[src/rtl/core/jsu_pkg.sv]
// jsu_pkg: shared types and codes of the json string unescape / utf-8 check block
// used by jsu_decode and json_string_unescape_utf8_check_top; no dependencies
package jsu_pkg;

   // decoder phase
   typedef enum logic [3:0] {
      PH_BODY     = 4'd0,
      PH_ESCAPE   = 4'd1,
      PH_HEX      = 4'd2,
      PH_OCTAL    = 4'd3,
      PH_UNICODE  = 4'd4,
      PH_LOW_BSL  = 4'd5,
      PH_LOW_U    = 4'd6,
      PH_LOW_DIG  = 4'd7,
      PH_UTF8     = 4'd8
   } phase_type;

   // result kinds
   localparam logic [1:0] KIND_DATA  = 2'd0;
   localparam logic [1:0] KIND_CLOSE = 2'd1;
   localparam logic [1:0] KIND_ERROR = 2'd2;

   // error codes
   localparam logic [4:0] ERR_NONE          = 5'd0;
   localparam logic [4:0] ERR_NEWLINE       = 5'd1;
   localparam logic [4:0] ERR_CONTROL       = 5'd2;
   localparam logic [4:0] ERR_BAD_ESCAPE    = 5'd3;
   localparam logic [4:0] ERR_STRICT        = 5'd4;
   localparam logic [4:0] ERR_HEX_DIGIT     = 5'd5;
   localparam logic [4:0] ERR_OCT_DIGIT     = 5'd6;
   localparam logic [4:0] ERR_OCT_RANGE     = 5'd7;
   localparam logic [4:0] ERR_UNI_DIGIT     = 5'd8;
   localparam logic [4:0] ERR_NO_LOW        = 5'd9;
   localparam logic [4:0] ERR_BAD_LOW       = 5'd10;
   localparam logic [4:0] ERR_LONE_LOW      = 5'd11;
   localparam logic [4:0] ERR_UTF8_LEAD     = 5'd12;
   localparam logic [4:0] ERR_UTF8_SHORT    = 5'd13;
   localparam logic [4:0] ERR_UTF8_OVERLONG = 5'd14;
   localparam logic [4:0] ERR_UTF8_SURR     = 5'd15;
   localparam logic [4:0] ERR_UTF8_RANGE    = 5'd16;
   localparam logic [4:0] ERR_UNCLOSED      = 5'd17;

   // results per input byte and result queue depth
   localparam int unsigned MAX_RESULTS = 4;
   localparam int unsigned QUEUE_DEPTH = 8;

   typedef struct packed {
      phase_type   phase;
      logic [2:0]  digits_left;
      logic [20:0] code_accum;
      logic [15:0] high_surrogate;
      logic [1:0]  utf8_extra;
   } state_type;

   localparam state_type STATE_RESET = '{PH_BODY, 3'd0, 21'd0, 16'd0, 2'd0};

   typedef struct packed {
      logic [7:0] out_byte;
      logic [1:0] kind;
      logic [4:0] error_code;
   } result_type;

   // results caused by one input byte, entry 0 first
   typedef struct packed {
      logic [2:0]                   count;
      result_type [MAX_RESULTS-1:0] res;
   } group_type;

endpackage

[src/rtl/core/jsu_decode.sv]
// jsu_decode: one step of the string body decoder, state and byte in, results out
// depends on jsu_pkg
module jsu_decode import jsu_pkg::*; (
   input  state_type  cur,
   input  logic       strict_json,
   input  logic [7:0] data_byte,
   input  logic       end_of_stream,
   output state_type  nxt,
   output group_type  grp
);

   localparam logic [7:0] CH_QUOTE = 8'h22;
   localparam logic [7:0] CH_BSL   = 8'h5c;
   localparam logic [7:0] CH_SLASH = 8'h2f;
   localparam logic [7:0] CH_NL    = 8'h0a;
   localparam logic [7:0] CH_B     = "b";
   localparam logic [7:0] CH_F     = "f";
   localparam logic [7:0] CH_N     = "n";
   localparam logic [7:0] CH_R     = "r";
   localparam logic [7:0] CH_T     = "t";
   localparam logic [7:0] CH_X     = "x";
   localparam logic [7:0] CH_U     = "u";
   localparam logic [7:0] CH_0     = "0";
   localparam logic [7:0] CH_7     = "7";

   function automatic result_type mk(logic [7:0] b, logic [1:0] k, logic [4:0] e);
      result_type r;
      r.out_byte   = b;
      r.kind       = k;
      r.error_code = e;
      return r;
   endfunction

   // {valid, value}
   function automatic logic [4:0] hex_val(logic [7:0] c);
      logic [4:0] r;
      r = 5'd0;
      if (c >= "0" && c <= "9") r = {1'b1, c[3:0]};
      else if ((c >= "a" && c <= "f") || (c >= "A" && c <= "F"))
         r = {1'b1, c[3:0] + 4'd9};
      return r;
   endfunction

   // utf-8 encoding of a code point, up to four bytes
   function automatic group_type emit_cp(logic [20:0] cp);
      group_type g;
      g = '0;
      if (cp < 21'h80) begin
         g.count  = 3'd1;
         g.res[0] = mk(cp[7:0], KIND_DATA, ERR_NONE);
      end else if (cp < 21'h800) begin
         g.count  = 3'd2;
         g.res[0] = mk({3'b110, cp[10:6]}, KIND_DATA, ERR_NONE);
         g.res[1] = mk({2'b10, cp[5:0]}, KIND_DATA, ERR_NONE);
      end else if (cp < 21'h10000) begin
         g.count  = 3'd3;
         g.res[0] = mk({4'b1110, cp[15:12]}, KIND_DATA, ERR_NONE);
         g.res[1] = mk({2'b10, cp[11:6]}, KIND_DATA, ERR_NONE);
         g.res[2] = mk({2'b10, cp[5:0]}, KIND_DATA, ERR_NONE);
      end else begin
         g.count  = 3'd4;
         g.res[0] = mk({5'b11110, cp[20:18]}, KIND_DATA, ERR_NONE);
         g.res[1] = mk({2'b10, cp[17:12]}, KIND_DATA, ERR_NONE);
         g.res[2] = mk({2'b10, cp[11:6]}, KIND_DATA, ERR_NONE);
         g.res[3] = mk({2'b10, cp[5:0]}, KIND_DATA, ERR_NONE);
      end
      return g;
   endfunction

   logic [4:0]  hv;
   logic [7:0]  acc8;
   logic [8:0]  acc9;
   logic [15:0] acc16;
   logic [20:0] acc21;
   logic [20:0] minv;
   logic [20:0] pair_cp;
   logic [2:0]  dl_dec;
   logic [1:0]  ux_dec;
   logic [2:0]  oct_digit;

   always_comb begin
      hv        = hex_val(data_byte);
      acc8      = {cur.code_accum[3:0], hv[3:0]};
      oct_digit = data_byte[2:0];
      acc9      = {cur.code_accum[5:0], oct_digit};
      acc16     = {cur.code_accum[11:0], hv[3:0]};
      acc21     = {cur.code_accum[14:0], data_byte[5:0]};
      dl_dec    = cur.digits_left - 3'd1;
      ux_dec    = cur.utf8_extra - 2'd1;
      pair_cp   = 21'h10000 + {1'b0, cur.high_surrogate[9:0], acc16[9:0]};
      minv      = (cur.digits_left == 3'd1) ? 21'h80 :
                  (cur.digits_left == 3'd2) ? 21'h800 : 21'h10000;

      nxt = cur;
      grp = '0;

      if (end_of_stream) begin
         grp.count  = 3'd1;
         grp.res[0] = mk(8'd0, KIND_ERROR, ERR_UNCLOSED);
         nxt        = STATE_RESET;
      end else begin
         unique case (cur.phase)
            PH_ESCAPE: begin
               nxt.phase = PH_BODY;
               grp.count = 3'd1;
               case (data_byte)
                  CH_NL: begin
                     grp.res[0] = mk(8'd0, KIND_ERROR, ERR_NEWLINE);
                     nxt        = STATE_RESET;
                  end
                  CH_QUOTE, CH_BSL, CH_SLASH: grp.res[0] = mk(data_byte, KIND_DATA, ERR_NONE);
                  CH_B: grp.res[0] = mk(8'h08, KIND_DATA, ERR_NONE);
                  CH_F: grp.res[0] = mk(8'h0c, KIND_DATA, ERR_NONE);
                  CH_N: grp.res[0] = mk(8'h0a, KIND_DATA, ERR_NONE);
                  CH_R: grp.res[0] = mk(8'h0d, KIND_DATA, ERR_NONE);
                  CH_T: grp.res[0] = mk(8'h09, KIND_DATA, ERR_NONE);
                  CH_X: begin
                     if (strict_json) begin
                        grp.res[0] = mk(8'd0, KIND_ERROR, ERR_STRICT);
                        nxt        = STATE_RESET;
                     end else begin
                        grp.count       = 3'd0;
                        nxt.phase       = PH_HEX;
                        nxt.digits_left = 3'd2;
                        nxt.code_accum  = 21'd0;
                     end
                  end
                  CH_U: begin
                     grp.count       = 3'd0;
                     nxt.phase       = PH_UNICODE;
                     nxt.digits_left = 3'd4;
                     nxt.code_accum  = 21'd0;
                  end
                  default: begin
                     if (data_byte >= CH_0 && data_byte <= CH_7) begin
                        if (strict_json) begin
                           grp.res[0] = mk(8'd0, KIND_ERROR, ERR_STRICT);
                           nxt        = STATE_RESET;
                        end else begin
                           grp.count       = 3'd0;
                           nxt.phase       = PH_OCTAL;
                           nxt.digits_left = 3'd2;
                           nxt.code_accum  = {18'd0, oct_digit};
                        end
                     end else begin
                        grp.res[0] = mk(8'd0, KIND_ERROR, ERR_BAD_ESCAPE);
                        nxt        = STATE_RESET;
                     end
                  end
               endcase
            end
            PH_HEX: begin
               if (!hv[4]) begin
                  grp.count  = 3'd1;
                  grp.res[0] = mk(8'd0, KIND_ERROR, ERR_HEX_DIGIT);
                  nxt        = STATE_RESET;
               end else if (dl_dec == 3'd0) begin
                  grp.count  = 3'd1;
                  grp.res[0] = mk(acc8, KIND_DATA, ERR_NONE);
                  nxt        = STATE_RESET;
               end else begin
                  nxt.code_accum  = {13'd0, acc8};
                  nxt.digits_left = dl_dec;
               end
            end
            PH_OCTAL: begin
               if (data_byte < CH_0 || data_byte > CH_7) begin
                  grp.count  = 3'd1;
                  grp.res[0] = mk(8'd0, KIND_ERROR, ERR_OCT_DIGIT);
                  nxt        = STATE_RESET;
               end else if (dl_dec == 3'd0) begin
                  grp.count  = 3'd1;
                  nxt        = STATE_RESET;
                  if (acc9[8]) grp.res[0] = mk(8'd0, KIND_ERROR, ERR_OCT_RANGE);
                  else         grp.res[0] = mk(acc9[7:0], KIND_DATA, ERR_NONE);
               end else begin
                  nxt.code_accum  = {12'd0, acc9};
                  nxt.digits_left = dl_dec;
               end
            end
            PH_UNICODE, PH_LOW_DIG: begin
               if (!hv[4]) begin
                  grp.count  = 3'd1;
                  grp.res[0] = mk(8'd0, KIND_ERROR, ERR_UNI_DIGIT);
                  nxt        = STATE_RESET;
               end else if (dl_dec != 3'd0) begin
                  nxt.code_accum  = {5'd0, acc16};
                  nxt.digits_left = dl_dec;
               end else if (cur.phase == PH_UNICODE) begin
                  if (acc16[15:10] == 6'b110110) begin
                     // high surrogate, wait for the low half
                     nxt.high_surrogate = acc16;
                     nxt.code_accum     = {5'd0, acc16};
                     nxt.digits_left    = 3'd0;
                     nxt.phase          = PH_LOW_BSL;
                  end else if (acc16[15:10] == 6'b110111) begin
                     grp.count  = 3'd1;
                     grp.res[0] = mk(8'd0, KIND_ERROR, ERR_LONE_LOW);
                     nxt        = STATE_RESET;
                  end else begin
                     grp = emit_cp({5'd0, acc16});
                     nxt = STATE_RESET;
                  end
               end else begin
                  nxt = STATE_RESET;
                  if (acc16[15:10] != 6'b110111) begin
                     grp.count  = 3'd1;
                     grp.res[0] = mk(8'd0, KIND_ERROR, ERR_BAD_LOW);
                  end else begin
                     grp = emit_cp(pair_cp);
                  end
               end
            end
            PH_LOW_BSL: begin
               if (data_byte != CH_BSL) begin
                  grp.count  = 3'd1;
                  grp.res[0] = mk(8'd0, KIND_ERROR, ERR_NO_LOW);
                  nxt        = STATE_RESET;
               end else begin
                  nxt.phase = PH_LOW_U;
               end
            end
            PH_LOW_U: begin
               if (data_byte != CH_U) begin
                  grp.count  = 3'd1;
                  grp.res[0] = mk(8'd0, KIND_ERROR, ERR_NO_LOW);
                  nxt        = STATE_RESET;
               end else begin
                  nxt.phase       = PH_LOW_DIG;
                  nxt.digits_left = 3'd4;
                  nxt.code_accum  = 21'd0;
               end
            end
            PH_UTF8: begin
               grp.count = 3'd1;
               if (data_byte[7:6] != 2'b10) begin
                  grp.res[0] = mk(8'd0, KIND_ERROR, ERR_UTF8_SHORT);
                  nxt        = STATE_RESET;
               end else if (ux_dec != 2'd0) begin
                  grp.res[0]     = mk(data_byte, KIND_DATA, ERR_NONE);
                  nxt.code_accum = acc21;
                  nxt.utf8_extra = ux_dec;
               end else begin
                  nxt = STATE_RESET;
                  if (acc21 < minv)
                     grp.res[0] = mk(8'd0, KIND_ERROR, ERR_UTF8_OVERLONG);
                  else if (acc21[20:11] == 10'b0000011011)
                     grp.res[0] = mk(8'd0, KIND_ERROR, ERR_UTF8_SURR);
                  else if (acc21 > 21'h10ffff)
                     grp.res[0] = mk(8'd0, KIND_ERROR, ERR_UTF8_RANGE);
                  else
                     grp.res[0] = mk(data_byte, KIND_DATA, ERR_NONE);
               end
            end
            default: begin
               nxt.phase = PH_BODY;
               grp.count = 3'd1;
               if (data_byte == CH_QUOTE) begin
                  grp.res[0] = mk(8'd0, KIND_CLOSE, ERR_NONE);
                  nxt        = STATE_RESET;
               end else if (data_byte == CH_BSL) begin
                  grp.count = 3'd0;
                  nxt.phase = PH_ESCAPE;
               end else if (data_byte == CH_NL) begin
                  grp.res[0] = mk(8'd0, KIND_ERROR, ERR_NEWLINE);
                  nxt        = STATE_RESET;
               end else if (data_byte < 8'h20) begin
                  grp.res[0] = mk(8'd0, KIND_ERROR, ERR_CONTROL);
                  nxt        = STATE_RESET;
               end else if (!data_byte[7]) begin
                  grp.res[0] = mk(data_byte, KIND_DATA, ERR_NONE);
               end else if (data_byte[7:5] == 3'b110) begin
                  grp.res[0]      = mk(data_byte, KIND_DATA, ERR_NONE);
                  nxt.digits_left = 3'd1;
                  nxt.utf8_extra  = 2'd1;
                  nxt.code_accum  = {16'd0, data_byte[4:0]};
                  nxt.phase       = PH_UTF8;
               end else if (data_byte[7:4] == 4'b1110) begin
                  grp.res[0]      = mk(data_byte, KIND_DATA, ERR_NONE);
                  nxt.digits_left = 3'd2;
                  nxt.utf8_extra  = 2'd2;
                  nxt.code_accum  = {17'd0, data_byte[3:0]};
                  nxt.phase       = PH_UTF8;
               end else if (data_byte[7:3] == 5'b11110) begin
                  grp.res[0]      = mk(data_byte, KIND_DATA, ERR_NONE);
                  nxt.digits_left = 3'd3;
                  nxt.utf8_extra  = 2'd3;
                  nxt.code_accum  = {18'd0, data_byte[2:0]};
                  nxt.phase       = PH_UTF8;
               end else begin
                  grp.res[0] = mk(8'd0, KIND_ERROR, ERR_UTF8_LEAD);
                  nxt        = STATE_RESET;
               end
            end
         endcase
      end
   end

endmodule

[src/rtl/core/json_string_unescape_utf8_check_top.sv]
// json_string_unescape_utf8_check_top: json string body unescape with utf-8 checking
// depends on jsu_pkg and jsu_decode
//
// usage
//   req channel: one byte of the string body per transaction (after the opening
//     quote); req_tlast high marks end of input, the data byte is then ignored
//   rsp channel: decoded bytes (kind 0), a close marker (kind 1) or an error
//     (kind 2 with a code); rsp_tlast marks the last result of one input byte
//   csr channel: writes strict_json, always ready; write only while idle
//   each input byte yields 0 to 4 results; data bytes are tentative, an error
//   means the consumer drops the whole string
// timing
//   results are registered in the result queue and shown on rsp in order
//   one input byte per cycle is taken while the 8-entry result queue has room
//   for a full group of 4; one byte per cycle is sustained only while bytes yield at most
//   one result on average and the receiver takes one per cycle (single read port)
// reset
//   synchronous; decoder returns to the plain string body, queue empties,
//   strict_json goes to 1
// stall
//   when rsp_tready is low results wait in the queue and req_tready drops once
//   fewer than 4 entries are free; nothing is lost or repeated
module json_string_unescape_utf8_check_top import jsu_pkg::*; (
   input  logic        clock,
   input  logic        reset,
   // input byte stream
   input  logic        req_tvalid,
   output logic        req_tready,
   input  logic [7:0]  req_tdata,   // [7:0] data_byte
   input  logic        req_tlast,   // end_of_stream
   // result stream
   output logic        rsp_tvalid,
   input  logic        rsp_tready,
   output logic [15:0] rsp_tdata,   // [7:0] out_byte, [12:8] error_code, [15:13] zero
   output logic [1:0]  rsp_tuser,   // [1:0] kind
   output logic        rsp_tlast,   // last result of an input byte
   // configuration
   input  logic        csr_valid,
   output logic        csr_ready,
   input  logic        csr_data     // strict_json
);

   localparam int unsigned PTR_W = $clog2(QUEUE_DEPTH);
   localparam int unsigned CNT_W = PTR_W + 1;

   logic        strict_ff, strict_in;
   state_type   state_ff, state_in;
   state_type   dec_next;
   group_type   dec_grp;

   // result queue
   result_type            queue_mem [QUEUE_DEPTH];
   logic [QUEUE_DEPTH-1:0] queue_last_ff;
   logic [PTR_W-1:0]      head_ff, head_in;
   logic [PTR_W-1:0]      tail_ff, tail_in;
   logic [CNT_W-1:0]      count_ff, count_in;

   logic req_xfer;
   logic rsp_xfer;
   logic [2:0] push_count;

   jsu_decode u_decode (
      .cur           (state_ff),
      .strict_json   (strict_ff),
      .data_byte     (req_tdata),
      .end_of_stream (req_tlast),
      .nxt           (dec_next),
      .grp           (dec_grp)
   );

   // room for a whole group of results before taking a byte
   assign req_tready = (count_ff <= CNT_W'(QUEUE_DEPTH - MAX_RESULTS));
   assign req_xfer   = req_tvalid && req_tready;
   assign rsp_tvalid = (count_ff != '0);
   assign rsp_xfer   = rsp_tvalid && rsp_tready;
   assign push_count = req_xfer ? dec_grp.count : 3'd0;

   assign csr_ready = 1'b1;

   always_comb begin
      strict_in = (csr_valid && csr_ready) ? csr_data : strict_ff;
      state_in  = req_xfer ? dec_next : state_ff;
      tail_in   = tail_ff + PTR_W'(push_count);
      head_in   = rsp_xfer ? head_ff + PTR_W'(1) : head_ff;
      count_in  = count_ff + CNT_W'(push_count) - CNT_W'(rsp_xfer);
   end

   // control registers
   always_ff @(posedge clock) begin
      if (reset) begin
         strict_ff <= 1'b1;
         state_ff  <= STATE_RESET;
         head_ff   <= '0;
         tail_ff   <= '0;
         count_ff  <= '0;
      end else begin
         strict_ff <= strict_in;
         state_ff  <= state_in;
         head_ff   <= head_in;
         tail_ff   <= tail_in;
         count_ff  <= count_in;
      end
   end

   // queue write: up to four consecutive entries from the tail
   always_ff @(posedge clock) begin
      for (int i = 0; i < MAX_RESULTS; i++) begin
         if (req_xfer && (3'(i) < dec_grp.count)) begin
            queue_mem[tail_ff + PTR_W'(i)]     <= dec_grp.res[i];
            queue_last_ff[tail_ff + PTR_W'(i)] <= (3'(i) == dec_grp.count - 3'd1);
         end
      end
   end

   assign rsp_tdata = {3'd0, queue_mem[head_ff].error_code, queue_mem[head_ff].out_byte};
   assign rsp_tuser = queue_mem[head_ff].kind;
   assign rsp_tlast = queue_last_ff[head_ff];

endmodule

[config.mk]
export PLATFORM = sky130hd
export DESIGN_NAME = json_string_unescape_utf8_check_top
export DESIGN_NICKNAME = d
export VERILOG_FILES = /design/src/rtl/core/jsu_pkg.sv /design/src/rtl/core/jsu_decode.sv /design/src/rtl/core/json_string_unescape_utf8_check_top.sv
export SDC_FILE = /design/constraint.sdc
export NUM_CORES = 1
export LEC_CHECK = 0
export ABC_AREA = 1
export BUFFER_PORTS_ARGS = -buffer_cell sky130_fd_sc_hd__buf_4
export CAP_MARGIN = 20
export CELL_PAD_IN_SITES_DETAIL_PLACEMENT = 0
export CELL_PAD_IN_SITES_GLOBAL_PLACEMENT = 1
export CORE_MARGIN = 4
export CORE_UTILIZATION = 45
export DETAILED_ROUTE_END_ITERATION = 6
export PLACE_DENSITY = 0.79
export SETUP_SLACK_MARGIN = 0.5
export SYNTH_ARGS = -nofsm -noshare
export SYNTH_HDL_FRONTEND = slang
export SYNTH_SLANG_ARGS = --single-unit
[constraint.sdc]
create_clock -name clock -period 4 [get_ports clock]
set_input_delay 0.4 -clock clock [delete_from_list [all_inputs] [get_ports clock]]
set_output_delay 0.4 -clock clock [all_outputs]
set_load 0.03 [all_outputs]
Word-level counts from Yosys, hierarchy flattened
Memories as Yosys holds them, arrays and structs flattened. A register that Yosys moved wholly into a read port is not among the register bits.
Cells that the tools add are included.
{ "classes": {"order_cmp": 31, "eq_ne": 45, "add_sub_neg": 12, "muxes": 144, "reduce_logical": 32} }
{ "op_table": {"columns": ["operator", "n"], "rows": [
  ["$mux W46", 9],
  ["$mux W15", 27],
  ["$mux W45", 8],
  ["$pmux W46 S7", 1],
  ["$mux W63", 3],
  ["$pmux W15 S9", 1],
  ["$mux W28", 4],
  ["$pmux W27 S4", 1],
  ["$pmux W15 S7", 1],
  ["$mux W43", 2],
  ["$mux W42", 2],
  ["$mux W18", 4],
  ["$mux W24", 3],
  ["$eq A8 B7 Y1 const B", 8],
  ["$mux W16", 4],
  ["$mux W30", 2],
  ["$pmux W18 S3", 1],
  ["$mux W26", 2],
  ["$mux W3", 15],
  ["$mux W44", 1],
  ["$mux W21", 2],
  ["$ne A12 B9 Y1 const B", 3],
  ["$bwmux W8", 4],
  ["$mux W8", 4],
  ["other kinds (77)", 152]
]} }
{ "word_totals": {"input_bits": 15, "register_bits": 59, "output_inout_bits": 22, "mem_bits_rw": 120, "mem_count": 1} }
{ "memory_table": {"columns": ["memory", "words", "word_bits", "rd", "rd_ports_with_merged_regs", "wr", "line", "text"], "rows": [
  ["queue_mem", 8, 15, 1, 1, 4, "json_string_unescape_utf8_check_top.sv:52", "result_type queue_mem [QUEUE_DEPTH];"]
]} }

Logic depth before layout (Yosys ltp)
{ "logic_depth": {"word_depth": 26, "mapped_depth": 24, "ltp_nobuf": 22} }

Cells and area by module
Synthesis repeated with hierarchy kept, for this count alone.
{ "unflattened": {"cells_unflattened": 2515, "hier_area_um2": 16553.4} }
{ "modules_own_cells": {"columns": ["mod", "cells_each", "area_per_inst_um2", "seq_area_each_um2", "instances"], "rows": [
  ["json_string_unescape_utf8_check_top", 1567, 11687.5, 4964.8, 1],
  ["jsu_decode", 948, 4865.9, 0.0, 1]
]} }

Least setup slack after synthesis
Ideal clock, no wire load.
{ "synth_path": {"path_kind": "input to register", "startpoint": "input req_tdata[0]", "endpoint": "register count_ff[3]", "cell_stages": 19, "setup_ns": 0.070, "path_slack_ns": 1.035, "arrival_ns": 2.895, "path_buffers": 0, "cell_sequence": "inv_1 > ha_1 > o21ai_0 > nand2_1 > nand2_2 > o21ai_2 > nand3_4 > nor2_4 > nand3_1 > nor2_2 > nand2_2 > ha_1 > inv_1 > ha_1 > nand2_1 > nor2_1 > a211oi_1 > o21ai_0 > a21oi_1"} }
{ "synth_via": {"elab_chain_len": 19, "word_cells_on_any_way": 62, "classes_between": "4 x add/sub; 14 x order compare; 13 x eq/ne; 24 x mux; 7 x reduce/logical"} }
{ "synth_rtl": {"columns": ["element", "line", "text"], "rows": [
  ["from (decl)", "json_string_unescape_utf8_check_top.sv:29", "input logic [7:0] req_tdata,"],
  ["$ge A8 B7 Y1 / $le A8 B7 Y1 (equally long branches)", "jsu_decode.sv:39", "else if ((c >= \"a\" && c <= \"f\") || (c >= \"A\" && c <= \"F\"))"],
  ["$logic_and A1 B1 Y1", "jsu_decode.sv:39", null],
  ["$logic_or A1 B1 Y1", "jsu_decode.sv:39", null],
  ["$mux W5", "jsu_decode.sv:39", null],
  ["$mux W5", "jsu_decode.sv:38", "if (c >= \"0\" && c <= \"9\") r = {1'b1, c[3:0]};"],
  ["$add A17 B20 Y21", "jsu_decode.sv:90", "pair_cp = 21'h10000 + {1'b0, cur.high_surrogate[9:0], acc16[9:0]};"],
  ["$lt A21 B17 Y1", "jsu_decode.sv:55", "end else if (cp < 21'h10000) begin"],
  ["$mux W3", "jsu_decode.sv:55", null],
  ["[... 3 more ...]", null, null],
  ["$mux W63", "jsu_decode.sv:189", "end else if (cur.phase == PH_UNICODE) begin"],
  ["$mux W63", "jsu_decode.sv:186", "end else if (dl_dec != 3'd0) begin"],
  ["$mux W3", "jsu_decode.sv:182", "if (!hv[4]) begin"],
  ["$pmux W3 S7 (*)", "jsu_decode.sv:102", "unique case (cur.phase)"],
  ["$mux W3 (*)", "jsu_decode.sv:97", "if (end_of_stream) begin"],
  ["$mux W3 (*)", "json_string_unescape_utf8_check_top.sv:76", "assign push_count = req_xfer ? dec_grp.count : 3'd0;"],
  ["$add A4 B3 Y4 (*)", "json_string_unescape_utf8_check_top.sv:85", "count_in = count_ff + CNT_W'(push_count) - CNT_W'(rsp_xfer);"],
  ["$sub A4 B1 Y4 (*)", "json_string_unescape_utf8_check_top.sv:85", null],
  ["to (signal assigned)", "json_string_unescape_utf8_check_top.sv:101", "count_ff <= count_in;"],
  ["to (decl)", "json_string_unescape_utf8_check_top.sv:56", "logic [CNT_W-1:0] count_ff, count_in;"]
]} }
Every way passes the cells marked *; elsewhere a longest branch is shown, timed or not.
A chain may end at the register's enable or synchronous reset.

==> flow_summary_export.csv <==
group,metric,value,unit
status,run_status,"complete, no violations",
worst_setup_path,critPathMaxStageDelay,0.39,ns
detailed_routing,vias,14919,
finish,diodes,0,
global_routing,grt_overflow_total,0,
sta,hold_viol,0,
clock_network,cts.htree.levels,4,
detailed_routing,drt_first_pass_iters,5,
floorplanning,num_io_pins,37,
clock_network,holdBufCountCts,0,
sta,clock-skew-final,0.0191,ns
sta,fmax,291,MHz
clock_network,ctsRootBufferMaster,"clkbuf_16",
clock_network,insertion_delay,0.46,ns
worst_setup_path,path_class,"reg2reg",
hold_path,holdCritPathClass,"in2reg",
floorplanning,core-area,28700,µm²
placed_design,port_buffers,32,
yosys,synth_top_cell_by_area,"dfxtp_1",
sta,finalSetupViolCount,0,
worst_setup_path,arrival,3.72,ns
worst_setup_path,crit_family,"simple AND/OR/NAND/NOR gates",
yosys,ys_types,56,
clock_network,numClockSinks,176,
worst_setup_path,crit_path_end_kind,"register",
sta,maxSlewViolCount,0,
finish,area_delta_synth_final,14.2,%
clock_network,path_clk_slew,0.09,ns
worst_setup_path,path_cells,"inv_1, ha_1, xor2_2, nor2_4, buf_6, nand3_4, nor2_4, nand3_1, nor2_2, nand2_4, o21ai_4, nand2_2, buf_4, o21ai_0, nor2_1, nor2_1",
yosys,synthTopCellsByArea,"dfxtp_1, nand2_1, edfxtp_1",
sta,setup_tns,0,ns
yosys,yosysWarningCount,0,
yosys,syn_area,13100,µm²
floorplanning,dieWidth,178,µm
yosys,synth-edff-count,56,
finish,drive_gt1_frac,0.118,
detailed_routing,ant_nets,0,
flow_run,maxCapViolCount,0,
floorplanning,die-area,31800,µm²
sta,layout_min_cycle_time,3.44,ns
worst_setup_path,critPathMaxFanout,13,
worst_setup_path,worstSetupStartpointType,"register",
yosys,netlist_instances,2084,
global_routing,grt_pass1_wl,82400,µm
detailed_routing,wl_per_cell,21.1,µm
detailed_routing,route.detailed.drc,0,
global_routing,grt_pass1_vias,13686,
placed_design,dp_hpwl,41500,µm
floorplanning,die_h,178,µm
sta,rsz0062_at_grt,"yes",
yosys,syn_avg_cell_area,6.27,µm²
clock_network,clock_path_buffers,2,
yosys,seq_area_frac_synth,0.312,
detailed_routing,drtIter0Drc,1622,
sta,relSlewSlack,0.389,
global_routing,grt_usage,0.336,
clock_network,cts_buffers,17,
placed_design,gp_congestion,1.03,
global_routing,grt_max_degree,62,
detailed_routing,vias_per_cell,5.85,
yosys,async_flop_share,0,
finish,nets,2192,
worst_setup_path,cp.required,4.28,ns
yosys,ys_seq_elements,176,
global_routing,antenna_found_initial,0,
floorplanning,rows,62,
detailed_routing,wl,53700,µm
worst_setup_path,slowest_stage,"dfxtp_1",
sta,finalCritPeriodShare,0.859,
pwr,power.leakage,6.58,nW
floorplanning,initial_core_util,0.455,
finish,final_util,0.520,
sta,worst_slew_pin_slew,0.910,ns
yosys,ys.flop_type,"dfxtp_1",
pwr,ir_drop,0.000247,V
yosys,synth_top_area_share,0.184,
clock_network,cts_tree,"yes",
pwr,p_per_area,433,nW/µm²
worst_setup_path,crit_buf_inv,3,
## cell usage in the layout, fill, tap and decap left out, types with 15 or more instances in the layout
cell,Yosys,routed
nand2_1,460,448
nor2_1,374,370
inv_1,222,217
o21ai_0,169,166
buf_4,10,130
dfxtp_1,120,119
nand3_1,111,107
a21oi_1,100,100
nor3_1,61,61
edfxtp_1,56,56
a211oi_1,41,41
nand4_1,33,33
o22ai_1,33,33
a31oi_1,24,24
o211ai_1,23,23
nand2_2,12,22
inv_2,16,21
ha_1,22,21
clkbuf_16,0,17
o21ai_1,12,15
## sequential cells by signal (all words and copies together) (netlist names), named ones only
signal and count:
tail_ff 3, state_ff 34, queue_last_ff 8, head_ff 3
strict_ff 1, count_ff 4, queue_mem 120
## layer usage
metal	up-vias	wire length [µm]	share of wire	global-route usage
li1	7120	-	-	-
met1	6967	23000	0.43	0.465
met2	696	24400	0.45	0.535
met3	136	4240	0.079	0.0456
met4	0	2120	0.039	0.127
met5	-	0	0	0
## cell families after synthesis
group	after synthesis	share of synthesized area
xor gates and xnor gates	5	0.00335
AOI/OAI and AO/OA	458	0.207
buffers and inverters	331	0.101
adders and majority gates	24	0.0241
and+or+nand+nor	1088	0.351
other	2	0.000574
DFF	176	0.312
## layout make-up
type	instances	area (µm²)
clock buffer	18	439
sequential	176	4090
multi-input combinational	1579	7790
clock inverter	14	168
timing repair buffer	134	1050
inverter	245	922
fill	3070	13800
tap	384	480
## power breakdown
group | internal (W) | switching [W] | leakage [nW] | total, W
logic | 0.000796 | 0.00163 | 4.79 | 0.00243
clock network | 0.000861 | 0.000875 | 0.295 | 0.00174
registers | 0.00212 | 0.000181 | 1.50 | 0.00230
## worst paths after layout
check	from	endpoint	slack, ns	depth (start not counted)
min reg2reg	queue_mem[3][13]$_SDFFE_PP0N_	queue_mem[3][13]$_SDFFE_PP0N_	0.46	2
max	state_ff[39]$_SDFFE_PP0P_	queue_mem[4][10]$_DFFE_PP_	0.56	16
min	csr_valid	strict_ff$_SDFFE_PP1P_	0.13	2
max reg2reg	state_ff[39]$_SDFFE_PP0P_	queue_mem[4][10]$_DFFE_PP_	0.56	16
## Yosys cell counts (all sizes together), types with 3 or more instances
cell type / number
a211oi: 41
a21oi: 100
a22oi: 12
a31oi: 24
buf: 39
clkbuf: 47
clkinv: 6
dfxtp: 120
edfxtp: 56
ha: 22
inv: 239
nand2: 473
nand3: 121
nand4: 34
nor2: 388
nor3: 62
nor4: 5
o2111ai: 12
o211ai: 23
o21a: 3
o21ai: 184
o21bai: 5
o221ai: 6
o22ai: 33
o31ai: 5
xor2: 3
## what timing repair did
action                     CTS  global route
pin swaps                    1             7
setup endpoints to repair   23           155
buffers inserted             1            10
cloned                       0             0
gates resized for setup      2            35
## per-stage QoR
| stage | total power (W) | setup WS [ns] | std cells | area (µm²) | hold slack [ns] |
|---|---|---|---|---|---|
| after floorplan | 0.00388 | 1.04 | 2086 | 13100 | 0.435 |
| after global placement | 0.00467 | 0.277 | 2507 | 14100 | 0.450 |
| after detailed placement | 0.00469 | 0.243 | 2507 | 14100 | 0.452 |
| after CTS | 0.00642 | 0.607 | 2540 | 14700 | 0.116 |
| after global routing | 0.00682 | 0.443 | 2550 | 14900 | 0.163 |
| final | 0.00647 | 0.563 | 2550 | 14900 | 0.129 |
## worst reg2reg max path: stages, from the launching register on
cell and delay (ns):
dfxtp_1 0.39, inv_1 0.10, ha_1 0.23, xor2_2 0.17, nor2_4 0.24, buf_6 0.21, nand3_4 0.12, nor2_4 0.19
nand3_1 0.14, nor2_2 0.17, nand2_4 0.12, o21ai_4 0.34, nand2_2 0.16, buf_4 0.20, o21ai_0 0.24, nor2_1 0.08
nor2_1 0.16
Power figures use the tool's default switching activity.
